File: src/rtl/bgfsl_pkg.sv
//------------------------------------------------------------------------------
// bgfsl_pkg
// Shared types and constants of the block-grouped free slot list.
//------------------------------------------------------------------------------
`default_nettype none

package bgfsl_pkg;

    localparam int BLOCK_COUNT_DEF    = 256;
    localparam int MAX_SPB_DEF        = 64;
    localparam int SPB_W              = 7;
    localparam int CMD_W              = 2;
    localparam int SLOT_W             = 14;
    localparam int TOTAL_W            = 15;
    localparam int NBLK_W             = 9;
    localparam int STATUS_W           = 2;

    localparam logic [CMD_W-1:0] CMD_ADD  = 2'd0;
    localparam logic [CMD_W-1:0] CMD_TAKE = 2'd1;
    localparam logic [CMD_W-1:0] CMD_SORT = 2'd2;

    localparam logic [STATUS_W-1:0] ST_OK       = 2'd0;
    localparam logic [STATUS_W-1:0] ST_EMPTY    = 2'd1;
    localparam logic [STATUS_W-1:0] ST_REJECTED = 2'd2;

    typedef struct packed {
        logic [CMD_W-1:0]  command;
        logic [SLOT_W-1:0] slot_index;
    } req_t;

    typedef struct packed {
        logic [STATUS_W-1:0] status;
        logic [SLOT_W-1:0]   taken_slot;
        logic [TOTAL_W-1:0]  free_slots_total;
        logic [NBLK_W-1:0]   blocks_with_free;
    } rsp_t;

    // Controller to datapath commands
    typedef enum logic [3:0] {
        OP_NONE,
        OP_DIV_START,
        OP_ADD_RD,
        OP_ADD_WR,
        OP_TAKE_RD,
        OP_TAKE_SLOT,
        OP_TAKE_WR,
        OP_SORT_INIT,
        OP_SORT_RD,
        OP_SORT_WR,
        OP_LOAD_RSP
    } op_t;

    typedef struct packed {
        op_t         op;
        logic [1:0]  rsp_status;
    } dp_cmd_t;

    typedef struct packed {
        logic div_done;
        logic add_ok;
        logic take_ok;
        logic sort_empty;
        logic sort_done;
    } dp_stat_t;

endpackage

`default_nettype wire

File: src/rtl/bgfsl_ctrl.sv
//------------------------------------------------------------------------------
// bgfsl_ctrl
// Sequencer for add, take and sort requests.
//------------------------------------------------------------------------------
`default_nettype none

module bgfsl_ctrl (
    input  wire                     clk,
    input  wire                     rst_n,
    input  wire                     in_valid,
    output logic                    in_stall,
    input  wire bgfsl_pkg::req_t    req,
    input  wire bgfsl_pkg::dp_stat_t stat,
    output bgfsl_pkg::dp_cmd_t      cmd,
    output logic                    out_valid,
    input  wire                     out_stall,
    output logic                    cfg_ready
);
    import bgfsl_pkg::*;

    typedef enum logic [3:0] {
        S_IDLE, S_DIV, S_ADD_RD, S_ADD_CHK, S_TAKE_RD, S_TAKE_SLOT, S_TAKE_WR,
        S_SORT_RD, S_SORT_WR, S_RSP, S_OUT
    } state_t;

    state_t state_reg, state_next;
    logic   out_valid_next;
    logic [1:0] st_reg, st_next;
    logic   busy_reg;

    assign in_stall  = state_reg != S_IDLE;
    assign cfg_ready = state_reg == S_IDLE && !out_valid;

    always_comb
    begin
        state_next     = state_reg;
        st_next        = st_reg;
        out_valid_next = out_valid && out_stall;
        cmd.op         = OP_NONE;
        cmd.rsp_status = st_reg;
        case (state_reg)
            S_IDLE:
                if (in_valid)
                begin
                    st_next = ST_OK;
                    case (req.command)
                        CMD_ADD:  begin cmd.op = OP_DIV_START; state_next = S_DIV; end
                        CMD_TAKE: state_next = S_TAKE_RD;
                        CMD_SORT: state_next = S_SORT_RD;
                        default:  state_next = S_RSP;
                    endcase
                end
            S_DIV:
                if (stat.div_done) state_next = S_ADD_RD;
            S_ADD_RD:
            begin
                cmd.op = OP_ADD_RD;
                state_next = S_ADD_CHK;
            end
            S_ADD_CHK:
            begin
                if (stat.add_ok) cmd.op = OP_ADD_WR;
                else st_next = ST_REJECTED;
                state_next = S_RSP;
            end
            S_TAKE_RD:
                if (!stat.take_ok)
                begin
                    st_next = ST_EMPTY;
                    state_next = S_RSP;
                end
                else
                begin
                    cmd.op = OP_TAKE_RD;
                    state_next = S_TAKE_SLOT;
                end
            S_TAKE_SLOT:
            begin
                cmd.op = OP_TAKE_SLOT;
                state_next = S_TAKE_WR;
            end
            S_TAKE_WR:
            begin
                cmd.op = OP_TAKE_WR;
                state_next = S_RSP;
            end
            S_SORT_RD:
                if (busy_reg)
                begin
                    cmd.op = OP_SORT_RD;
                    state_next = S_SORT_WR;
                end
                else if (stat.sort_empty)
                    state_next = S_RSP;
                else
                    cmd.op = OP_SORT_INIT;
            S_SORT_WR:
            begin
                cmd.op = OP_SORT_WR;
                state_next = stat.sort_done ? S_RSP : S_SORT_RD;
            end
            S_RSP:
                if (!out_valid || !out_stall)
                begin
                    cmd.op = OP_LOAD_RSP;
                    out_valid_next = 1'b1;
                    state_next = S_IDLE;
                end
            default: state_next = S_IDLE;
        endcase
    end

    always_ff @(posedge clk or negedge rst_n)
    begin
        if (!rst_n)
        begin
            state_reg <= S_IDLE;
            st_reg    <= ST_OK;
            out_valid <= 1'b0;
            busy_reg  <= 1'b0;
        end
        else
        begin
            state_reg <= state_next;
            st_reg    <= st_next;
            out_valid <= out_valid_next;
            if (cmd.op == OP_SORT_INIT) busy_reg <= 1'b1;
            else if (state_next == S_RSP) busy_reg <= 1'b0;
        end
    end

    assert property (@(posedge clk) disable iff (!rst_n)
        cmd.op == OP_LOAD_RSP |=> out_valid)
        else $error("response not presented");
    assert property (@(posedge clk) disable iff (!rst_n)
        in_valid && !in_stall |=> state_reg != S_IDLE)
        else $error("accepted request dropped");
    assert property (@(posedge clk) disable iff (!rst_n)
        cfg_ready |-> state_reg == S_IDLE)
        else $error("config taken while busy");

endmodule

`default_nettype wire

File: config.mk
export PLATFORM = sky130hd
export DESIGN_NAME = bgfsl_ctrl
export DESIGN_NICKNAME = d
export VERILOG_FILES = /design/src/rtl/bgfsl_pkg.sv /design/src/rtl/bgfsl_ctrl.sv
export SDC_FILE = /design/constraint.sdc
export NUM_CORES = 1
export LEC_CHECK = 0
export BUFFER_PORTS_ARGS = -buffer_cell sky130_fd_sc_hd__buf_2
export CORE_MARGIN = 4
export CORE_UTILIZATION = 40
export DETAILED_ROUTE_END_ITERATION = 8
export GPL_TIMING_DRIVEN = 0
export PLACE_DENSITY = 0.78
export REMOVE_ABC_BUFFERS = 1
export SETUP_SLACK_MARGIN = 0.1
export SKIP_CTS_REPAIR_TIMING = 1
export SLEW_MARGIN = 25
export SYNTH_ARGS = -nofsm -noshare
export SYNTH_HDL_FRONTEND = slang
export SYNTH_SLANG_ARGS = --single-unit
export TNS_END_PERCENT = 5
File: constraint.sdc
create_clock -name clk -period 1.5 [get_ports clk]
set_input_delay 0.225 -clock clk [delete_from_list [all_inputs] [get_ports clk]]
set_output_delay 0.225 -clock clk [all_outputs]
set_load 0.02 [all_outputs]
# Word-level counts from Yosys, hierarchy flattened
# Index checks and enable logic that the tools add are counted.
# W data, S select, Z words.
dict set report totals {
  in_bits 25
  wordCells 57
  output_inout_bits 9
  ff_bits 8
}
dict set report op_classes {
  n_reduce_logical 12
  mux 25
  eq_ne 16
}
# operator count
set ops {}
lappend ops {{$pmux W4 S9} 2}
lappend ops {{$mux W4} 9}
lappend ops {{$eq A4 B3 Y1 const B} 5}
lappend ops {{$eq A4 B4 Y1 const B} 3}
lappend ops {{$pmux W4 S3} 1}
lappend ops {{$eq A4 B2 Y1 const B} 2}
lappend ops {{$mux W2} 4}
lappend ops {{$mux W1} 6}
lappend ops {{$mux W3} 2}
lappend ops {{$ne A2 B2 Y1 const B} 3}
lappend ops {{$pmux W2 S3} 1}
lappend ops {{$eq A4 B1 Y1 const B} 1}
lappend ops {{$logic_not A4 Y1} 1}
lappend ops {{$reduce_and A4 Y1} 1}
lappend ops {{$reduce_bool A4 Y1} 1}
lappend ops {{$reduce_bool A3 Y1} 1}
lappend ops {{$eq A2 B1 Y1 const B} 1}
lappend ops {{$eq A2 B2 Y1 const B} 1}
lappend ops {{$logic_and A1 B1 Y1} 2}
lappend ops {{$logic_not A1 Y1} 2}
lappend ops {{$logic_not A2 Y1} 1}
lappend ops {{$reduce_bool A2 Y1} 1}
lappend ops {{$reduce_or A2 Y1} 1}
lappend ops {{$logic_or A1 B1 Y1} 1}

# Depth between registers and ports, before layout
dict set report depth {
  word_depth 7
  depth_mapped 6
  ltp_nobuf 5
}

# Worst setup path after synthesis
# No wires, ideal clock.
dict set report synth_timing {
  path_type {flip-flop to output port}
  startpoint {reg state_reg[2]}
  endpoint {out cmd[2] in the netlist's numbering}
  path_stages_with_launch 5
  arrival_ps 1416
  required_time_ps 1275
  setup_slack_ps -141
  n_path_buf 0
  path_cell_list {dfrtp_1 -> or4_4 -> nor2_8 -> nand2_1 -> o2111ai_1}
}
# element line_no
set synth_rtl {}
lappend synth_rtl {{from (decl)} bgfsl_ctrl.sv:26} ;# state_t state_reg, state_next;
lappend synth_rtl {{from (signal assigned)} bgfsl_ctrl.sv:124} ;# state_reg <= state_next;
lappend synth_rtl {{to (decl)} bgfsl_ctrl.sv:14} ;# output bgfsl_pkg::dp_cmd_t cmd,

==> results.sh <==
export IMPL_overflow=0
export IMPL_whs_ps=240
export IMPL_post_synth_num_cell_types=34
export IMPL_multi_input_area_um2=460
export IMPL_root_buffer="clkbuf_4"
export IMPL_synth_edff_count=0
export IMPL_rows=14
export IMPL_hold_viol=0
export IMPL_p_sw_w=0.000949
export IMPL_failed_checks="negative setup slack"
export IMPL_combPwrFrac_pct=67.8
export IMPL_dp_cells=118
export IMPL_design_area_um2=962
export IMPL_fin_cells=137
export IMPL_worst_endpoint_required_ps=1270
export IMPL_cts_buffer_depth=2
export IMPL_port_buffers=19
export IMPL_highest_layer="met3"
export IMPL_synthToLayoutAreaGrowth_pct=37.8
export IMPL_grt_max_degree=17
export IMPL_ant_nets=0
export IMPL_nets=152
export IMPL_cp_max_fo=9
export IMPL_slew_violations=0
export IMPL_placed_cell_area_um2=793
export IMPL_m1WireLength_um=775
export IMPL_ir_drop_mv=1.16
export IMPL_route_met3_wl_um=153
export IMPL_min_period_ps=1980
export IMPL_cts_max_level=1
export IMPL_hp_class="primary input to flip-flop"
export IMPL_cp_end_kind="output pin"
export IMPL_first_pass_iters=4
export IMPL_crit_type="flip-flop to output pin"
export IMPL_ys_ff_latch=8
export IMPL_synth_ff_type="dfrtp_1"
export IMPL_setup_worst_path_start_class="flip-flop"
export IMPL_cap_violations=0
export IMPL_rsz0062_at_grt="true"
export IMPL_grt_usage_pct=14.1
export IMPL_insertion_delay_ps=260
export IMPL_async_flop_share_pct=100
export IMPL_setup_tns_ps=-2810
export IMPL_finalSetupViolCount=11
export IMPL_io_pins=34
export IMPL_first_global_vias=626
export IMPL_ys_warn_count=0
export IMPL_status="complete, but fails checks"
export IMPL_yosysSeqAreaShare_pct=28.7
export IMPL_met2_length_um=999
export IMPL_worst_slack_ps=-481
export IMPL_grt_pass1_wl_mm=2.73
export IMPL_dpl_worst_slack_ps=-354
export IMPL_p_leak_nw=0.503
export IMPL_p_per_area_nw_per_um2=2100
export IMPL_layout_common_cells="buf_4, buf_2, nor2_1"
export IMPL_register_area_um2=205
export IMPL_p_clk_share_pct=8.1
export IMPL_syn_inst=87
export IMPL_drive_gt1_share_pct=40.5
export IMPL_num_vias=786
export IMPL_swShare_pct=47.1
export IMPL_drc=0
export IMPL_finalClockSkew_ps=10.8
export IMPL_cts_buffers_inserted=3
export IMPL_min_period_over_period_pct=132
export IMPL_syn_area_per_cell_um2=8.02
export IMPL_grt_antenna_before_repair=0
export IMPL_cts_tree="built"
export IMPL_path_clk_slew_ps=60
export IMPL_syn_area_um2=698
export IMPL_wl_per_cell_um=14.1
export IMPL_largest_register_ffs=4
export IMPL_initial_core_util_pct=44.3
export IMPL_fillers=145
export IMPL_gp_congestion=0.842
export IMPL_die_w_um=49.8
export IMPL_internal_power_w=0.00107
export IMPL_dp_final_hpwl_mm=1.26
export IMPL_final_common_cell="buf_4"
export IMPL_worst_endpoint_arrival_ps=1760
export IMPL_drt_total_wl_mm=1.93
export IMPL_coreArea_um2=1580
export IMPL_die_height_um=49.8
export IMPL_relSlewSlack_pct=81.9
export IMPL_cts_sinks=8
export IMPL_worst_pin_slew_ps=271
export IMPL_antenna_cells=0
export IMPL_die_area_um2=2480
export IMPL_max_clock_freq_mhz=505
export IMPL_seqPwrFrac_pct=24.1
export IMPL_dr_first_iter_drc_count=13
export IMPL_avgViaCountPerCell=5.74
-- power by group through the flow --
stage / Clock, W / Sequential, W / Combinational, W
floorplan: 0 / 0.000504 / 0.000709
global placement: 0 / 0.000511 / 0.000981
detailed placement: 0 / 0.000515 / 0.000991
CTS: 0.000165 / 0.000513 / 0.000995
global route: 0.000181 / 0.000497 / 0.00148
finish: 0.000164 / 0.000485 / 0.00137
-- synthesized netlist by cell type (2+ instances only) --
cell type	instances	area (um2)
nand2_1	7	26.3
a31oi_1	2	12.5
or2_2	2	12.5
inv_1	7	26.3
nor2_1	11	41.3
nand2b_1	7	43.8
a21o_1	2	15.0
buf_2	4	20.0
dfrtp_1	8	200
o21ai_0	3	15.0
nor3_1	3	15.0
ha_1	4	50.1
a21oi_1	6	30.0
-- stage by stage --
step           util (%)  total power, W
2_1_floorplan         -         0.00121
3_3_place_gp       50.3         0.00149
3_5_place_dp       50.3         0.00151
4_1_cts            51.7         0.00167
5_1_grt            61.0         0.00216
6_report           61.0         0.00202
-- critical path, stage by stage, from the launching register on --
cell,delay [ps]
dfrtp_2,470
or4_4,590
nor2_8,150
nand2_1,50
o2111ai_1,60
buf_4,170
-- layout make-up --
class | instances | area share (%)
inverters | 7 | 2.73
multi-input cells | 68 | 47.9
clock buffers | 3 | 2.34
flip-flops and latches | 8 | 21.3
repair buffers | 35 | 23.7
well taps | 16 | 2.08
-- worst paths after layout --
check	slack, ps	start	endpoint	cells past startpoint
worst max-delay path	-480	state_reg[3]	cmd[2]	5
worst min-delay path	240	out_stall	out_valid	3
worst max register to register	-310	state_reg[3]	busy_reg	6
worst min register to register	510	st_reg[1]	st_reg[1]	2
max in group asynchronous	990	rst_n	state_reg[0]	2
min in group asynchronous	330	rst_n	out_valid	2
-- routing by layer --
| metal | track usage (%) | up-vias |
|---|---|---|
| li1 | - | 381 |
| met1 | 17.8 | 371 |
| met2 | 23.1 | 34 |
| met3 | 6.02 | 0 |
| met4 | 1.38 | 0 |
| met5 | 0 | - |
-- cells by family after synthesis --
logic type | synth area share [%]
buffers and inverters | 6.63
AOI/OAI and AO/OA | 26.0
adders and majority gates | 7.17
xor gates and xnor gates | 1.25
DFF | 28.7
and+or+nand+nor | 30.3
Note: power is estimated with default switching activity, not from simulation.
